`src/rtl/core/wwf_pkg.sv`:
```
// Package for the word wrap line folder: widths, character codes, the command
// word passed from the front end to the back end, and the back end states.
// No dependencies.
package wwf_pkg;

  localparam int LINE_WIDTH = 32;
  localparam int CNT_W      = $clog2(LINE_WIDTH + 1);
  localparam int IDX_W      = (LINE_WIDTH > 2) ? $clog2(LINE_WIDTH) : 1;
  localparam int SUM_W      = CNT_W + 1;

  localparam int CQ_DEPTH   = 2;
  localparam int CQ_PTR_W   = (CQ_DEPTH > 2) ? $clog2(CQ_DEPTH) : 1;
  localparam int CQ_CNT_W   = $clog2(CQ_DEPTH + 1);

  localparam int OQ_DEPTH   = 4;
  localparam int OQ_PTR_W   = (OQ_DEPTH > 2) ? $clog2(OQ_DEPTH) : 1;
  localparam int OQ_CNT_W   = $clog2(OQ_DEPTH + 1);

  localparam logic [7:0] CH_SPACE = 8'h20;
  localparam logic [7:0] CH_NL    = 8'h0A;
  localparam logic [7:0] CH_CONT  = 8'h3E;
  localparam logic [7:0] CH_BREAK = 8'h3C;

  // One command per accepted word. A line command emits an optional '>',
  // cnt stored bytes, an optional '<' and a newline, then advances the ring
  // head by adv and optionally writes data at logical position wpos.
  typedef struct packed {
    logic             is_line;
    logic             prefix;
    logic             close;
    logic             wr;
    logic [7:0]       data;
    logic [CNT_W-1:0] wpos;
    logic [CNT_W-1:0] cnt;
    logic [CNT_W-1:0] adv;
  } cmd_t;

  typedef struct packed {
    logic [7:0] data;
    logic       last;
  } out_t;

  typedef enum logic [2:0] {
    BK_IDLE,
    BK_PREFIX,
    BK_BODY,
    BK_CLOSE,
    BK_NL
  } back_state_e;

  // Adds an offset to a ring index; the sum stays below twice the ring size.
  function automatic logic [IDX_W-1:0] wrap_add(input logic [IDX_W-1:0] base,
                                                input logic [CNT_W-1:0] ofs);
    logic [SUM_W-1:0] sum;
    sum = SUM_W'(base) + SUM_W'(ofs);
    if (sum >= SUM_W'(LINE_WIDTH)) begin
      sum = sum - SUM_W'(LINE_WIDTH);
    end
    return sum[IDX_W-1:0];
  endfunction

endpackage

```
`src/rtl/core/wwf_front.sv`:
```
// Front end of the word wrap line folder: classifies each word and keeps the
// fill, blank and continuation state. Depends on wwf_pkg.
module wwf_front (
  input  logic          clk_i,
  input  logic          rst_ni,
  input  logic          push_i,
  input  logic [7:0]    text_byte_i,
  input  logic          end_of_stream_i,
  input  logic          cmd_full_i,
  output logic          cmd_push_o,
  output wwf_pkg::cmd_t cmd_o
);
  import wwf_pkg::*;

  logic [CNT_W-1:0] fill_q, fill_d;
  logic             blank_q, blank_d;
  logic [CNT_W-1:0] bpos_q, bpos_d;
  logic             cont_q, cont_d;

  logic             is_sp;
  logic             bs;
  logic [CNT_W-1:0] bp;
  logic             accept;

  assign accept     = push_i & ~cmd_full_i;
  assign cmd_push_o = accept;
  assign is_sp      = (text_byte_i == CH_SPACE);
  assign bs         = blank_q | is_sp;
  assign bp         = is_sp ? fill_q : bpos_q;

  always_comb begin
    fill_d  = fill_q;
    blank_d = blank_q;
    bpos_d  = bpos_q;
    cont_d  = cont_q;

    cmd_o         = '0;
    cmd_o.data    = text_byte_i;
    cmd_o.prefix  = cont_q;

    if (end_of_stream_i) begin
      cmd_o.is_line = 1'b1;
      cmd_o.cnt     = fill_q;
      fill_d        = '0;
      blank_d       = 1'b0;
      bpos_d        = '0;
      cont_d        = 1'b0;
    end else if (text_byte_i == CH_NL) begin
      cmd_o.is_line = 1'b1;
      cmd_o.cnt     = fill_q;
      fill_d        = '0;
      blank_d       = 1'b0;
      bpos_d        = bp;
      cont_d        = 1'b0;
    end else if (fill_q == CNT_W'(LINE_WIDTH)) begin
      cmd_o.is_line = 1'b1;
      bpos_d        = bp;
      if (!bs) begin
        // No blank to break at: the whole line goes out with a closing mark.
        cmd_o.cnt   = CNT_W'(LINE_WIDTH);
        cmd_o.close = 1'b1;
        cmd_o.wr    = 1'b1;
        fill_d      = CNT_W'(1);
        blank_d     = 1'b0;
        cont_d      = 1'b1;
      end else if (is_sp) begin
        // A space on a full line ends it there and is itself dropped.
        cmd_o.cnt   = CNT_W'(LINE_WIDTH);
        fill_d      = '0;
        blank_d     = 1'b0;
        cont_d      = 1'b0;
      end else begin
        // The text after the blank becomes the head of the next line.
        cmd_o.cnt   = bp;
        cmd_o.adv   = bp + CNT_W'(1);
        cmd_o.wr    = 1'b1;
        cmd_o.wpos  = CNT_W'(LINE_WIDTH - 1) - bp;
        fill_d      = CNT_W'(LINE_WIDTH) - bp;
        blank_d     = 1'b0;
        cont_d      = 1'b0;
      end
    end else begin
      cmd_o.wr   = 1'b1;
      cmd_o.wpos = fill_q;
      fill_d     = fill_q + CNT_W'(1);
      blank_d    = bs;
      bpos_d     = bp;
    end
  end

  always_ff @(posedge clk_i or negedge rst_ni) begin
    if (!rst_ni) begin
      fill_q  <= '0;
      blank_q <= 1'b0;
      bpos_q  <= '0;
      cont_q  <= 1'b0;
    end else if (accept) begin
      fill_q  <= fill_d;
      blank_q <= blank_d;
      bpos_q  <= bpos_d;
      cont_q  <= cont_d;
    end
  end

endmodule

```
`src/rtl/core/wwf_cmd_fifo.sv`:
```
// Short command queue between the front end and the back end of the word
// wrap line folder. Depends on wwf_pkg.
module wwf_cmd_fifo (
  input  logic          clk_i,
  input  logic          rst_ni,
  input  logic          push_i,
  input  wwf_pkg::cmd_t data_i,
  output logic          full_o,
  input  logic          pop_i,
  output wwf_pkg::cmd_t data_o,
  output logic          empty_o
);
  import wwf_pkg::*;

  cmd_t                slot_q [CQ_DEPTH];
  logic [CQ_PTR_W-1:0] wr_ptr_q, wr_ptr_d;
  logic [CQ_PTR_W-1:0] rd_ptr_q, rd_ptr_d;
  logic [CQ_CNT_W-1:0] cnt_q, cnt_d;
  logic                do_push;
  logic                do_pop;

  assign full_o  = (cnt_q == CQ_CNT_W'(CQ_DEPTH));
  assign empty_o = (cnt_q == '0);
  assign data_o  = slot_q[rd_ptr_q];
  assign do_push = push_i & ~full_o;
  assign do_pop  = pop_i & ~empty_o;

  always_comb begin
    wr_ptr_d = wr_ptr_q;
    rd_ptr_d = rd_ptr_q;
    cnt_d    = cnt_q;
    if (do_push) begin
      wr_ptr_d = (wr_ptr_q == CQ_PTR_W'(CQ_DEPTH - 1)) ? '0 : wr_ptr_q + CQ_PTR_W'(1);
    end
    if (do_pop) begin
      rd_ptr_d = (rd_ptr_q == CQ_PTR_W'(CQ_DEPTH - 1)) ? '0 : rd_ptr_q + CQ_PTR_W'(1);
    end
    if (do_push && !do_pop) begin
      cnt_d = cnt_q + CQ_CNT_W'(1);
    end else if (do_pop && !do_push) begin
      cnt_d = cnt_q - CQ_CNT_W'(1);
    end
  end

  always_ff @(posedge clk_i or negedge rst_ni) begin
    if (!rst_ni) begin
      wr_ptr_q <= '0;
      rd_ptr_q <= '0;
      cnt_q    <= '0;
    end else begin
      wr_ptr_q <= wr_ptr_d;
      rd_ptr_q <= rd_ptr_d;
      cnt_q    <= cnt_d;
    end
  end

  always_ff @(posedge clk_i) begin
    if (do_push) begin
      slot_q[wr_ptr_q] <= data_i;
    end
  end

endmodule

```
`src/rtl/core/wwf_back.sv`:
```
// Back end of the word wrap line folder: holds the line store as a ring,
// carries out commands and queues the output words. Depends on wwf_pkg.
module wwf_back (
  input  logic          clk_i,
  input  logic          rst_ni,
  input  wwf_pkg::cmd_t cmd_i,
  input  logic          cmd_empty_i,
  output logic          cmd_pop_o,
  input  logic          pop_i,
  output logic          empty_o,
  output logic [7:0]    out_byte_o,
  output logic          out_last_o
);
  import wwf_pkg::*;

  back_state_e      state_q, state_d;
  cmd_t             cur_q, cur_d;
  logic [IDX_W-1:0] head_q, head_d;
  logic [CNT_W-1:0] idx_q, idx_d;

  logic [7:0]       line_mem_q [LINE_WIDTH];
  logic [7:0]       rdata_q;
  logic [IDX_W-1:0] raddr;
  logic             mem_we;
  logic [IDX_W-1:0] waddr;
  logic [7:0]       wdata;

  // Token register stage that lines up literals with the memory read data.
  logic             tok_vld_q, tok_vld_d;
  logic             tok_mem_q, tok_mem_d;
  logic [7:0]       tok_lit_q, tok_lit_d;
  logic             tok_last_q, tok_last_d;

  out_t                oq_q [OQ_DEPTH];
  logic [OQ_PTR_W-1:0] oq_wr_q, oq_rd_q;
  logic [OQ_CNT_W-1:0] oq_cnt_q, oq_cnt_d;
  logic                oq_push;
  logic                oq_pop;
  out_t                oq_in;
  logic                can_emit;

  assign can_emit = ((OQ_CNT_W + 1)'(oq_cnt_q) + (OQ_CNT_W + 1)'(tok_vld_q))
                    < (OQ_CNT_W + 1)'(OQ_DEPTH);

  always_comb begin
    back_state_e after_prefix;
    logic [IDX_W-1:0] head_nxt;

    state_d    = state_q;
    cur_d      = cur_q;
    head_d     = head_q;
    idx_d      = idx_q;
    cmd_pop_o  = 1'b0;
    mem_we     = 1'b0;
    waddr      = wrap_add(head_q, cmd_i.wpos);
    wdata      = cmd_i.data;
    raddr      = wrap_add(head_q, idx_q);
    tok_vld_d  = 1'b0;
    tok_mem_d  = 1'b0;
    tok_lit_d  = CH_NL;
    tok_last_d = 1'b0;
    head_nxt   = wrap_add(head_q, cur_q.adv);

    if (cur_q.cnt != '0) begin
      after_prefix = BK_BODY;
    end else if (cur_q.close) begin
      after_prefix = BK_CLOSE;
    end else begin
      after_prefix = BK_NL;
    end

    case (state_q)
      BK_IDLE: begin
        if (!cmd_empty_i) begin
          cmd_pop_o = 1'b1;
          if (!cmd_i.is_line) begin
            mem_we = 1'b1;
          end else begin
            cur_d = cmd_i;
            idx_d = '0;
            if (cmd_i.prefix) begin
              state_d = BK_PREFIX;
            end else if (cmd_i.cnt != '0) begin
              state_d = BK_BODY;
            end else if (cmd_i.close) begin
              state_d = BK_CLOSE;
            end else begin
              state_d = BK_NL;
            end
          end
        end
      end
      BK_PREFIX: begin
        if (can_emit) begin
          tok_vld_d = 1'b1;
          tok_lit_d = CH_CONT;
          state_d   = after_prefix;
        end
      end
      BK_BODY: begin
        if (can_emit) begin
          tok_vld_d = 1'b1;
          tok_mem_d = 1'b1;
          idx_d     = idx_q + CNT_W'(1);
          if (idx_q + CNT_W'(1) == cur_q.cnt) begin
            state_d = cur_q.close ? BK_CLOSE : BK_NL;
          end
        end
      end
      BK_CLOSE: begin
        if (can_emit) begin
          tok_vld_d = 1'b1;
          tok_lit_d = CH_BREAK;
          state_d   = BK_NL;
        end
      end
      BK_NL: begin
        if (can_emit) begin
          tok_vld_d  = 1'b1;
          tok_lit_d  = CH_NL;
          tok_last_d = 1'b1;
          head_d     = head_nxt;
          // The byte that caused a break is stored after the moved text.
          mem_we     = cur_q.wr;
          waddr      = wrap_add(head_nxt, cur_q.wpos);
          wdata      = cur_q.data;
          state_d    = BK_IDLE;
        end
      end
      default: begin
        state_d = BK_IDLE;
      end
    endcase
  end

  always_ff @(posedge clk_i or negedge rst_ni) begin
    if (!rst_ni) begin
      state_q   <= BK_IDLE;
      head_q    <= '0;
      idx_q     <= '0;
      tok_vld_q <= 1'b0;
    end else begin
      state_q   <= state_d;
      head_q    <= head_d;
      idx_q     <= idx_d;
      tok_vld_q <= tok_vld_d;
    end
  end

  always_ff @(posedge clk_i) begin
    cur_q      <= cur_d;
    tok_mem_q  <= tok_mem_d;
    tok_lit_q  <= tok_lit_d;
    tok_last_q <= tok_last_d;
  end

  always_ff @(posedge clk_i) begin
    if (mem_we) begin
      line_mem_q[waddr] <= wdata;
    end
    rdata_q <= line_mem_q[raddr];
  end

  // Output word queue.
  assign oq_push    = tok_vld_q;
  assign oq_in.data = tok_mem_q ? rdata_q : tok_lit_q;
  assign oq_in.last = tok_last_q;
  assign empty_o    = (oq_cnt_q == '0);
  assign oq_pop     = pop_i & ~empty_o;
  assign out_byte_o = oq_q[oq_rd_q].data;
  assign out_last_o = oq_q[oq_rd_q].last;

  always_comb begin
    oq_cnt_d = oq_cnt_q;
    if (oq_push && !oq_pop) begin
      oq_cnt_d = oq_cnt_q + OQ_CNT_W'(1);
    end else if (oq_pop && !oq_push) begin
      oq_cnt_d = oq_cnt_q - OQ_CNT_W'(1);
    end
  end

  always_ff @(posedge clk_i or negedge rst_ni) begin
    if (!rst_ni) begin
      oq_wr_q  <= '0;
      oq_rd_q  <= '0;
      oq_cnt_q <= '0;
    end else begin
      oq_cnt_q <= oq_cnt_d;
      if (oq_push) begin
        oq_wr_q <= (oq_wr_q == OQ_PTR_W'(OQ_DEPTH - 1)) ? '0 : oq_wr_q + OQ_PTR_W'(1);
      end
      if (oq_pop) begin
        oq_rd_q <= (oq_rd_q == OQ_PTR_W'(OQ_DEPTH - 1)) ? '0 : oq_rd_q + OQ_PTR_W'(1);
      end
    end
  end

  always_ff @(posedge clk_i) begin
    if (oq_push) begin
      oq_q[oq_wr_q] <= oq_in;
    end
  end

endmodule

```
`src/rtl/core/word_wrap_line_folder.sv`:
```
// Word wrap line folder, top level: front end, command queue and back end.
// A word that only stores a byte is written when the back end pops it. A word
// that emits a line steps the back end through prefix, text, mark and newline,
// reading text through the single read port of the line store and waiting while
// the output queue lacks room. Reset is asynchronous and clears all control
// state; the line store itself is not cleared and is only read where written.
module word_wrap_line_folder (
  input  logic       clk_i,
  input  logic       rst_ni,
  input  logic       push,
  output logic       full,
  input  logic [7:0] text_byte_i,
  input  logic       end_of_stream_i,
  output logic       empty,
  input  logic       pop,
  output logic [7:0] out_byte_o,
  output logic       last_of_run_o
);
  import wwf_pkg::*;

  cmd_t cmd_in;
  cmd_t cmd_out;
  logic cmd_push;
  logic cmd_full;
  logic cmd_pop;
  logic cmd_empty;

  assign full = cmd_full;

  wwf_front u_front (
    .clk_i           (clk_i),
    .rst_ni          (rst_ni),
    .push_i          (push),
    .text_byte_i     (text_byte_i),
    .end_of_stream_i (end_of_stream_i),
    .cmd_full_i      (cmd_full),
    .cmd_push_o      (cmd_push),
    .cmd_o           (cmd_in)
  );

  wwf_cmd_fifo u_cmd_fifo (
    .clk_i   (clk_i),
    .rst_ni  (rst_ni),
    .push_i  (cmd_push),
    .data_i  (cmd_in),
    .full_o  (cmd_full),
    .pop_i   (cmd_pop),
    .data_o  (cmd_out),
    .empty_o (cmd_empty)
  );

  wwf_back u_back (
    .clk_i       (clk_i),
    .rst_ni      (rst_ni),
    .cmd_i       (cmd_out),
    .cmd_empty_i (cmd_empty),
    .cmd_pop_o   (cmd_pop),
    .pop_i       (pop),
    .empty_o     (empty),
    .out_byte_o  (out_byte_o),
    .out_last_o  (last_of_run_o)
  );

endmodule
```
`config.mk`:
```
export PLATFORM = sky130hd
export DESIGN_NAME = word_wrap_line_folder
export DESIGN_NICKNAME = d
export VERILOG_FILES = /design/src/rtl/core/wwf_pkg.sv /design/src/rtl/core/wwf_front.sv /design/src/rtl/core/wwf_cmd_fifo.sv /design/src/rtl/core/wwf_back.sv /design/src/rtl/core/word_wrap_line_folder.sv
export SDC_FILE = /design/constraint.sdc
export NUM_CORES = 1
export LEC_CHECK = 0
export BUFFER_PORTS_ARGS = -buffer_cell sky130_fd_sc_hd__buf_2
export CORE_UTILIZATION = 55
export DETAILED_ROUTE_END_ITERATION = 16
export PLACE_DENSITY = 0.72
export SYNTH_ARGS = -nofsm -noshare
export SYNTH_HDL_FRONTEND = slang
export SYNTH_SLANG_ARGS = --single-unit
export TNS_END_PERCENT = 5
```
`constraint.sdc`:
```
create_clock -name clk_i -period 3.82 [get_ports clk_i]
set_input_delay 0.382 -clock clk_i [delete_from_list [all_inputs] [get_ports clk_i]]
set_output_delay 0.382 -clock clk_i [all_outputs]
set_load 0.1 [all_outputs]
```
==> results.yml, run 1 <==
timing:
  fin_skew_ns: 0.0189
  max_clock_freq_ghz: 0.270
  max_slew.worst_pin.slew_ns: 0.980
  layout_worst_path_cycle_share_pct: 96.8
  fin_tns_setup_ns: 0
  slew_violations: 0
  report.final.hold_viol_count: 9
  rsz_0062_raised_after_global_routing: "true"
  hold-worst-slack_ns: -0.00672
  max_slew_margin_pct: 34.7
  timing.final.setup_violations: 0
  period_minus_slack_ns: 3.70
yosys:
  synth_sequential_area_ratio_pct: 69.4
  synth_warn: 0
  synth_seq_cells: 426
  synth-edff-count: 374
  netlist-cell-type-count: 66
  synth.avg_cell_area_um2: 17.1
  ys_async_sr_fraction_pct: 9.39
  netlist_area_um2: 18000
  synth_ff_type: "sky130_fd_sc_hd__edfxtp_1"
  syn-instance-count: 1050
  synth_net_count: 1096
setup_path:
  criticalPathCategory: "flop to flop"
  cp_data_arrival_time_ns: 3.86
  critical_path_required_ns: 3.98
  r2r_setup_slack_ns: 0.12
  cp_max_fo: 8
  critical_path.reg2reg.startpoint: "u_back.head_q[0]$_DFFE_PN0P_"
  critical_path_launch_point_type: "flop"
  crit-reg2reg-capture: "u_back.line_mem_q[19][4]$_DFFE_PP_"
  setup.worst_path.end_class: "flop"
  timing.reg2reg.worst_path_depth: 10
grt:
  grt_max_degree: 65
  initial_antenna_violation_count: 0
  grt_remaining_overflow: 0
  grt_pass1_vias: 9654
  grt_usage_pct: 22.3
  grt_first_pass_wirelength_mm: 55.6
place:
  detailedPlacementHpwl_mm: 22.7
  numPortBuffers: 23
  routability_congestion_estimate_from_global_placement: 0.855
clock_tree:
  post_cts_setup_repair_bufs: 0
  cts_root_buffer: "sky130_fd_sc_hd__clkbuf_16"
  clk_pin_slew_ns: 0.06
  h-tree-depth: 2
  cts_tree: "built"
  hold_buffer_count_at_cts: 0
  cts-buffers-inserted: 43
  cts.path.max_buffers: 3
  cts_sinks: 426
  cts.repair.resized: 0
  clk_latency_ns: 0.54
route:
  viasPerCell: 5.96
  drt-pass1-iter-count: 7
  finalWirelength_mm: 35.2
  detailroute.via_count: 9403
  per_cell_routed_wire_length_um: 22.3
  drc: 0
  final_antenna_net_count: 0
  drt_iter0_markers: 850
outcome:
  violations: "hold timing"
  outcome: "finished, violations left"
final_layout:
  layout-area-overhead-vs-synth_pct: 11.9
  utilization_pct: 63.1
  antenna_cells_inserted: 0
  layout.nets: 1156
  layout-drive-gt1-share_pct: 24.8
  final.fill_count: 2281
die:
  die_x_um: 183
  die_area_um2: 33400
  dieHeight_um: 183
  floorplan.rows: 65
  core_um2: 31900
  initial_utilization_pct: 56.3
  top_level_ports: 24
power:
  power-per-cell-area_nw_per_um2: 931
  static-leakage-power_nw: 6.88
  vdd_ir_drop_max_mv: 0.659
job:
  drv_cap: 0
worst_hold_path:
  hold_path_class: "input port to async pin"
==> how the worst max path moves through the flow <==
stage | slack [ns] | endpoint | startpoint | cells after the start
global route | -0.04 | u_back.line_mem_q[19][7]$_DFFE_PP_ | u_back.head_q[0]$_DFFE_PN0P_ | 10
CTS | 0.06 | u_back.line_mem_q[26][7]$_DFFE_PP_ | u_back.head_q[0]$_DFFE_PN0P_ | 10
floorplan | 0.18 | u_back.line_mem_q[10][0]$_DFFE_PP_ | u_cmd_fifo.rd_ptr_q$_DFFE_PN0P_ | 11
global placement | 0.15 | u_back.line_mem_q[16][2]$_DFFE_PP_ | u_back.head_q[0]$_DFFE_PN0P_ | 10
detailed placement | 0.08 | u_back.line_mem_q[26][4]$_DFFE_PP_ | u_back.head_q[0]$_DFFE_PN0P_ | 10
finish | 0.12 | u_back.line_mem_q[19][4]$_DFFE_PP_ | u_back.head_q[0]$_DFFE_PN0P_ | 10
==> critical path, stage by stage, from the launching register on <==
cell and delay [ns]:
sky130_fd_sc_hd__dfrtp_1 0.43, sky130_fd_sc_hd__ha_1 0.27, sky130_fd_sc_hd__fa_1 0.55, sky130_fd_sc_hd__fa_1 0.51, sky130_fd_sc_hd__a21o_1 0.18, sky130_fd_sc_hd__a21oi_1 0.18
sky130_fd_sc_hd__xnor2_1 0.13, sky130_fd_sc_hd__xor2_2 0.15, sky130_fd_sc_hd__buf_4 0.17, sky130_fd_sc_hd__a2bb2oi_2 0.20, sky130_fd_sc_hd__nor2_1 0.55
==> power by group <==
| group | internal [mW] | switching, mW | total, mW | leakage, nW |
|---|---|---|---|---|
| Sequential | 6.33 | 0.436 | 6.76 | 4.02 |
| Clock | 2.36 | 1.66 | 4.03 | 0.669 |
| Combinational | 3.17 | 4.76 | 7.94 | 2.19 |
==> sequential cells by signal, summed over array words and instances, names as in the netlist <==
name,flops
u_front.bpos_q,6
u_back.head_q,5
u_front.fill_q,6
u_back.tok_lit_q,2
u_cmd_fifo.rd_ptr_q,1
u_back.oq_cnt_q,3
u_front.blank_q,1
u_front.cont_q,1
u_cmd_fifo.wr_ptr_q,1
u_cmd_fifo.cnt_q,2
u_back.oq_push,1
u_back.oq_wr_q,2
u_cmd_fifo.slot_q,56
u_back.oq_rd_q,2
u_back.state_q,3
u_back.rdata_q,8
u_back.oq_q,36
u_back.tok_mem_q,1
u_back.idx_q,6
u_back.cur_q,26
u_back.line_mem_q,256
u_back.tok_last_q,1
==> layer usage <==
layer	GRT usage, %	wire length [um]	vias to the layer above
met5	0	0	-
met4	7.06	902	0
met3	3.29	2080	66
met2	36.4	17100	315
met1	31.3	15100	4779
li1	-	-	4243
==> cell usage in the layout, fill, tap and decap left out, types with 10 or more instances in the layout <==
master	instances
sky130_fd_sc_hd__inv_1	21
sky130_fd_sc_hd__ha_1	27
sky130_fd_sc_hd__mux2i_1	24
sky130_fd_sc_hd__mux4_2	73
sky130_fd_sc_hd__xor2_1	18
sky130_fd_sc_hd__o21ai_0	31
sky130_fd_sc_hd__o22ai_1	13
sky130_fd_sc_hd__dfxtp_1	12
sky130_fd_sc_hd__nor2_2	19
sky130_fd_sc_hd__a21o_1	10
sky130_fd_sc_hd__nand3_1	11
sky130_fd_sc_hd__mux2_2	52
sky130_fd_sc_hd__buf_4	32
sky130_fd_sc_hd__a21oi_1	18
sky130_fd_sc_hd__edfxtp_1	374
sky130_fd_sc_hd__nor2_1	62
sky130_fd_sc_hd__buf_2	23
sky130_fd_sc_hd__nand2_1	57
sky130_fd_sc_hd__xnor2_1	23
sky130_fd_sc_hd__clkbuf_16	43
sky130_fd_sc_hd__dfrtp_1	40
==> logic make-up (layout without fill, tap and decap cells) <==
group | Yosys count | after routing | share of synthesized area [%]
XOR/XNOR | 43 | 43 | 2.18
AO/OA/AOI/OAI | 123 | 123 | 4.79
multiplexers | 149 | 149 | 13.8
adder cells (fa/ha/maj) | 33 | 33 | 2.51
flip-flops | 426 | 426 | 69.4
AND/OR/NAND/NOR | 213 | 213 | 5.66
buffers and inverters | 63 | 156 | 1.67
==> final cells by class <==
class	count	area, um2	area share [%]
flip-flops and latches	426	12500	62.0
multi-input cells	561	5270	26.2
clock buffers	52	1120	5.57
well taps	435	544	2.71
repair buffers	56	375	1.87
clock inverters	26	238	1.18
inverters	22	82.6	0.411
==> through the flow <==
stage | worst slack [ns] | instances | hold slack, ns | power [mW] | area [um2]
floorplan | 0.175 | 1050 | 0.0864 | 12.5 | 18000
global placement | 0.153 | 1500 | 0.476 | 14.6 | 18700
detailed placement | 0.0843 | 1500 | 0.495 | 14.7 | 18700
CTS | 0.0638 | 1578 | 0.0341 | 18.8 | 20100
global route | -0.0406 | 1578 | 0.0402 | 19.6 | 20100
finish | 0.121 | 1578 | -0.00672 | 18.7 | 20100
==> cells in the mapped netlist, types with 21 or more instances <==
cell type                  count  area [um2]
sky130_fd_sc_hd__dfrtp_1      40        1000
sky130_fd_sc_hd__nand2_1      57         214
sky130_fd_sc_hd__o21ai_0      31         155
sky130_fd_sc_hd__mux4_2       73        1640
sky130_fd_sc_hd__mux2_2       52         586
sky130_fd_sc_hd__ha_1         28         350
sky130_fd_sc_hd__edfxtp_1    374       11200
sky130_fd_sc_hd__nor2_1       81         304
sky130_fd_sc_hd__mux2i_1      24         240
sky130_fd_sc_hd__xnor2_1      23         201
sky130_fd_sc_hd__inv_1        21        78.8
Power figures use the tool's default switching activity.
==> inputs of run 2 (changes only) <==
--- a/config.mk
+++ b/config.mk
@@ -5,11 +5,13 @@
 export SDC_FILE = /design/constraint.sdc
 export NUM_CORES = 1
 export LEC_CHECK = 0
-export BUFFER_PORTS_ARGS = -buffer_cell sky130_fd_sc_hd__buf_2
 export CORE_UTILIZATION = 55
 export DETAILED_ROUTE_END_ITERATION = 16
-export PLACE_DENSITY = 0.72
+export DONT_BUFFER_PORTS = 1
+export PLACE_DENSITY = 0.71
+export SKIP_CTS_REPAIR_TIMING = 1
 export SYNTH_ARGS = -nofsm -noshare
 export SYNTH_HDL_FRONTEND = slang
+export SYNTH_HIERARCHICAL = 1
 export SYNTH_SLANG_ARGS = --single-unit
 export TNS_END_PERCENT = 5
==> results.yml, run 2 <==
final_layout:
  layout-area-overhead-vs-synth_pct: 12.2
  final.fill_count: 2293
  layout.nets: 1180
  multi_input_comb_area_um2: 5370
  mostFrequentLayoutCell: "sky130_fd_sc_hd__edfxtp_1"
  layout_common_cells: "sky130_fd_sc_hd__edfxtp_1 (374), sky130_fd_sc_hd__nand2_1 (79), sky130_fd_sc_hd__mux4_2 (73), sky130_fd_sc_hd__nor2_1 (54), sky130_fd_sc_hd__buf_4 (48)"
  biggestRegsByFlops: "u_back/line_mem_q (256), u_cmd_fifo/slot_q (56), u_back/oq_q (36)"
  fin_area_um2: 20500
  top_register: "u_back/line_mem_q"
  utilization_pct: 62.7
  largest_reg_flops: 256
  layout-drive-gt1-share_pct: 22.1
  antenna_cells_inserted: 0
  regArea_um2: 12500
setup_path:
  path_cells: "ha_1 -> fa_1 -> fa_1 -> a21o_1 -> a21oi_1 -> xnor2_1 -> xor2_1 -> a21o_1 -> nor2_1"
  cp_slowest_cell: "sky130_fd_sc_hd__nor2_1"
  cp_max_fo: 8
  cp_data_arrival_time_ns: 3.80
  timing.reg2reg.worst_path_depth: 9
  timing.critical_path.depth: 9
  critical_path_launch_point_type: "flop"
  critical_path.max_stage_delay_ns: 0.61
  critical_path_required_ns: 3.99
  setup.worst_path.end_class: "flop"
  criticalPathCategory: "flop to flop"
  critPathBufInv: 0
  critPathTopFamily: "adder cells"
grt:
  grt_pass1_vias: 9640
  grt_remaining_overflow: 0
  grt_max_degree: 65
  initial_antenna_violation_count: 0
  grt_usage_pct: 21.7
  grt_first_pass_wirelength_mm: 55.3
clock_tree:
  cts_sinks: 426
  cts_root_buffer: "sky130_fd_sc_hd__clkbuf_16"
  h-tree-depth: 2
  clk_latency_ns: 0.54
  cts-buffers-inserted: 44
  cts_tree: "built"
  cts.path.max_buffers: 3
  clk_pin_slew_ns: 0.06
die:
  initial_utilization_pct: 55.9
  top_level_ports: 24
  core_um2: 32600
  die_x_um: 184
  die_area_um2: 33900
  dieHeight_um: 184
  floorplan.rows: 66
route:
  drt_iter0_markers: 743
  final_antenna_net_count: 0
  finalWirelength_mm: 35.1
  drc: 0
  detailroute.via_count: 9427
  drt-pass1-iter-count: 5
  per_cell_routed_wire_length_um: 21.8
  viasPerCell: 5.85
yosys:
  synth_net_count: 1131
  netlist_area_um2: 18200
  syn-instance-count: 1086
  synth.avg_cell_area_um2: 16.8
  synth_warn: 6
outcome:
  outcome: "complete, no violations"
power:
  finalPower_mw: 15.3
  sw_frac_of_total_pct: 32.5
  cell_internal_pwr_mw: 10.3
  clock_power_share_pct: 27.7
  static-leakage-power_nw: 7.04
  power-per-cell-area_nw_per_um2: 748
  vdd_ir_drop_max_mv: 0.489
  power.sequential.fraction_pct: 41.8
  psw_mw: 4.97
  p_comb_share_pct: 30.5
timing:
  max_slew_margin_pct: 48.5
  period_minus_slack_ns: 3.64
  max_slew.worst_pin.slew_ns: 0.765
  slew_violations: 0
  max_clock_freq_ghz: 0.275
  layout_worst_path_cycle_share_pct: 95.2
  rsz_0062_raised_after_global_routing: "false"
  fin_skew_ns: 0.0201
  fin_tns_setup_ns: 0
  timing.final.setup_violations: 0
  report.final.hold_viol_count: 0
  hold-worst-slack_ns: 0.0791
place:
  detailedPlacementHpwl_mm: 22.0
  numPortBuffers: 0
  detailed_place.area_um2: 18900
  routability_congestion_estimate_from_global_placement: 0.838
worst_hold_path:
  hold-path-cell-count: 1
  hold_path_class: "input port to flop"
job:
  drv_cap: 0
-- run 2: cell count changes in the layout (fill, tap and decap cells not counted), moves of 10 or more --
cell	change
sky130_fd_sc_hd__buf_4	+16
sky130_fd_sc_hd__buf_2	-23
sky130_fd_sc_hd__nor2_2	-14
sky130_fd_sc_hd__mux2_2	-36
sky130_fd_sc_hd__dlygate4sd3_1	+10
sky130_fd_sc_hd__nor3_1	+13
sky130_fd_sc_hd__mux2_4	+27
sky130_fd_sc_hd__nand2_1	+22
-- run 2: per-layer routing --
layer,global-route usage [%],wire length [um],vias to the layer above,part of all wire (%)
met5,0,0,-,0
met4,5.37,718,0,2.0
met3,2.87,1660,53,4.7
met2,36.2,17600,233,50
met1,30.4,15100,4818,43
li1,-,-,4323,-
-- run 2: power groups by stage --
stage	logic, mW	clock network, mW	registers [mW]
floorplan	3.74	0	6.25
global placement	4.60	0	6.48
detailed placement	4.66	0	6.50
CTS	4.69	4.31	6.41
global route	5.03	4.48	6.47
finish	4.67	4.24	6.41
-- run 2: worst paths after layout --
path	to	slack [ns]	start
max	u_back/line_mem_q[30][6]$_DFFE_PP_	0.18	u_back/cur_q[0]$_DFFE_PP_
min	u_cmd_fifo/slot_q[1][27]$_DFFE_PP_	0.08	end_of_stream_i
max reg2reg	u_back/line_mem_q[30][6]$_DFFE_PP_	0.18	u_back/cur_q[0]$_DFFE_PP_
min reg2reg	u_cmd_fifo/wr_ptr_q$_DFFE_PN0P_	0.51	u_cmd_fifo/wr_ptr_q$_DFFE_PN0P_
max in group asynchronous	u_back/head_q[4]$_DFFE_PN0P_	3.26	rst_ni
min in group asynchronous	u_front/bpos_q[5]$_DFFE_PN0P_	0.34	rst_ni
-- run 2: through the flow --
stage,cells,setup slack [ns]
2_1_floorplan,1086,0.281
3_3_place_gp,1520,0.249
3_5_place_dp,1520,0.160
4_1_cts,1601,0.138
5_1_grt,1612,0.0136
6_report,1612,0.185
-- run 2: layout make-up --
class	instances	share of cell area, %
clock buffer	60	5.88
clock inverter	21	1.16
inverter	26	0.477
multi-input combinational	576	26.3
sequential	426	60.9
tap	442	2.70
timing repair buffer	61	2.58
==> inputs of run 3 (changes only) <==
--- a/config.mk
+++ b/config.mk
@@ -12,6 +12,5 @@
 export SKIP_CTS_REPAIR_TIMING = 1
 export SYNTH_ARGS = -nofsm -noshare
 export SYNTH_HDL_FRONTEND = slang
-export SYNTH_HIERARCHICAL = 1
 export SYNTH_SLANG_ARGS = --single-unit
 export TNS_END_PERCENT = 5
==> results.yml, run 3 (synthesis results as in run 1) <==
final_layout:
  layout_common_cells: "sky130_fd_sc_hd__edfxtp_1 (374), sky130_fd_sc_hd__mux4_2 (73), sky130_fd_sc_hd__nor2_1 (68), sky130_fd_sc_hd__nand2_1 (57), sky130_fd_sc_hd__mux2_2 (52)"
  antenna_cells_inserted: 0
  top_register: "u_back.line_mem_q"
  largest_reg_flops: 256
  mostFrequentLayoutCell: "sky130_fd_sc_hd__edfxtp_1"
  layout.nets: 1143
  biggestRegsByFlops: "u_back.line_mem_q (256), u_cmd_fifo.slot_q (56), u_back.oq_q (36)"
  layout-drive-gt1-share_pct: 22.1
  layout-area-overhead-vs-synth_pct: 11.2
timing:
  max_slew.worst_pin.slew_ns: 0.887
  timing.final.setup_violations: 0
  hold-worst-slack_ns: 0.155
  max_clock_freq_ghz: 0.267
  fin_skew_ns: 0.0128
  fin_ws_ns: 0.0689
  rsz_0062_raised_after_global_routing: "true"
  period_minus_slack_ns: 3.75
  layout_worst_path_cycle_share_pct: 98.2
  report.final.hold_viol_count: 0
  max_slew_margin_pct: 40.9
  slew_violations: 0
place:
  numPortBuffers: 0
  routability_congestion_estimate_from_global_placement: 0.861
  detailedPlacementHpwl_mm: 22.9
  place_worst_setup_slack_ns: 0.0397
setup_path:
  most_used_cell_along_the_critical_path: "sky130_fd_sc_hd__ha_1"
  critical_path.max_stage_delay_ns: 0.75
  critical_path_launch_point_type: "flop"
  criticalPathCategory: "flop to flop"
  path_cells: "ha_1 -> fa_1 -> ha_1 -> a21o_1 -> a21oi_1 -> xnor2_1 -> a32oi_1 -> o21bai_1 -> nor2_1 -> buf_4"
  cp_data_arrival_time_ns: 4.04
  cp_slowest_cell: "sky130_fd_sc_hd__a32oi_1"
  setup.worst_path.end_class: "flop"
  cp_max_fo: 8
  critical_path_required_ns: 4.11
route:
  drt_iter0_markers: 807
  finalWirelength_mm: 35.4
  per_cell_routed_wire_length_um: 22.6
  viasPerCell: 5.91
  final_antenna_net_count: 0
  drt-pass1-iter-count: 5
  drc: 0
  detailroute.via_count: 9246
die:
  die_area_um2: 33400
  dieHeight_um: 183
  top_level_ports: 24
  die_x_um: 183
  floorplan.rows: 65
  core_um2: 31900
  initial_utilization_pct: 56.3
outcome:
  outcome: "complete, no violations"
grt:
  initial_antenna_violation_count: 0
  grt_usage_pct: 22.1
  grt_pass1_vias: 9606
  grt_max_degree: 65
  grt_first_pass_wirelength_mm: 55.1
  grt_remaining_overflow: 0
clock_tree:
  cts_sinks: 426
  clk_latency_ns: 0.54
  cts_root_buffer: "sky130_fd_sc_hd__clkbuf_16"
  clk_pin_slew_ns: 0.06
  cts.path.max_buffers: 3
  cts_tree: "built"
  h-tree-depth: 2
  cts-buffers-inserted: 43
power:
  finalPower_mw: 18.3
  static-leakage-power_nw: 6.78
  power-per-cell-area_nw_per_um2: 915
  vdd_ir_drop_max_mv: 0.618
job:
  drv_cap: 0
worst_hold_path:
  hold_path_class: "input port to flop"
==> run 3: critical path: cells and delay by family (launching register included) <==
kind                       cells  cell delay (ns)
AOI/OAI and AO/OA              4             1.47
adders and majority gates      3             1.14
DFF                            1             0.44
buffers and inverters          1             0.19
xor gates and xnor gates       1             0.13
and+or+nand+nor                1             0.12
==> run 3: path summary, 6_finish.rpt <==
path | from | to | slack (ns) | cells past startpoint
worst max register to register | u_back.head_q[0]$_DFFE_PN0P_ | u_back.line_mem_q[9][6]$_DFFE_PP_ | 0.07 | 10
max in group asynchronous | rst_ni | u_back.oq_rd_q[0]$_DFFE_PN0P_ | 3.26 | 2
min in group asynchronous | rst_ni | u_front.bpos_q[1]$_DFFE_PN0P_ | 0.35 | 2
worst min register to register | u_cmd_fifo.cnt_q[1]$_DFFE_PN0P_ | u_cmd_fifo.cnt_q[1]$_DFFE_PN0P_ | 0.49 | 1
worst max-delay path | u_back.head_q[0]$_DFFE_PN0P_ | u_back.line_mem_q[9][6]$_DFFE_PP_ | 0.07 | 10
worst min-delay path | pop | u_back.oq_rd_q[0]$_DFFE_PN0P_ | 0.16 | 2
==> run 3: routing by layer <==
metal  up-vias  GRT usage [%]  share of wire [%]
met5         -              0                  0
met4         0           6.82                2.3
met3        53           3.99                6.6
met2       297           35.9                 48
met1      4697           30.8                 43
li1       4199              -                  -
==> run 3: area by class of cell <==
class	count	area, um2
flip-flops and latches	426	12500
well taps	435	544
fillers	2254	11900
repair buffers	43	380
multi-input cells	561	5260
inverters	22	82.6
clock inverters	22	110
clock buffers	55	1130
==> run 3: where the power goes <==
group | total (mW) | leakage (nW) | switching [mW] | internal [mW]
logic | 7.78 | 2.15 | 4.70 | 3.08
registers | 6.76 | 4.02 | 0.426 | 6.33
clock network | 3.74 | 0.613 | 1.65 | 2.09
total | 18.3 | 6.78 | 6.78 | 11.5
==> run 3: through the flow <==
stage | instances | instance area (um2) | util (%) | TNS (ns)
finish | 1564 | 20000 | 62.7 | 0
global route | 1564 | 20000 | 62.7 | -3.01
CTS | 1553 | 19800 | 62.2 | 0
detailed placement | 1476 | 18600 | 58.3 | 0
global placement | 1476 | 18600 | 58.3 | 0
floorplan | 1050 | 18000 | - | 0
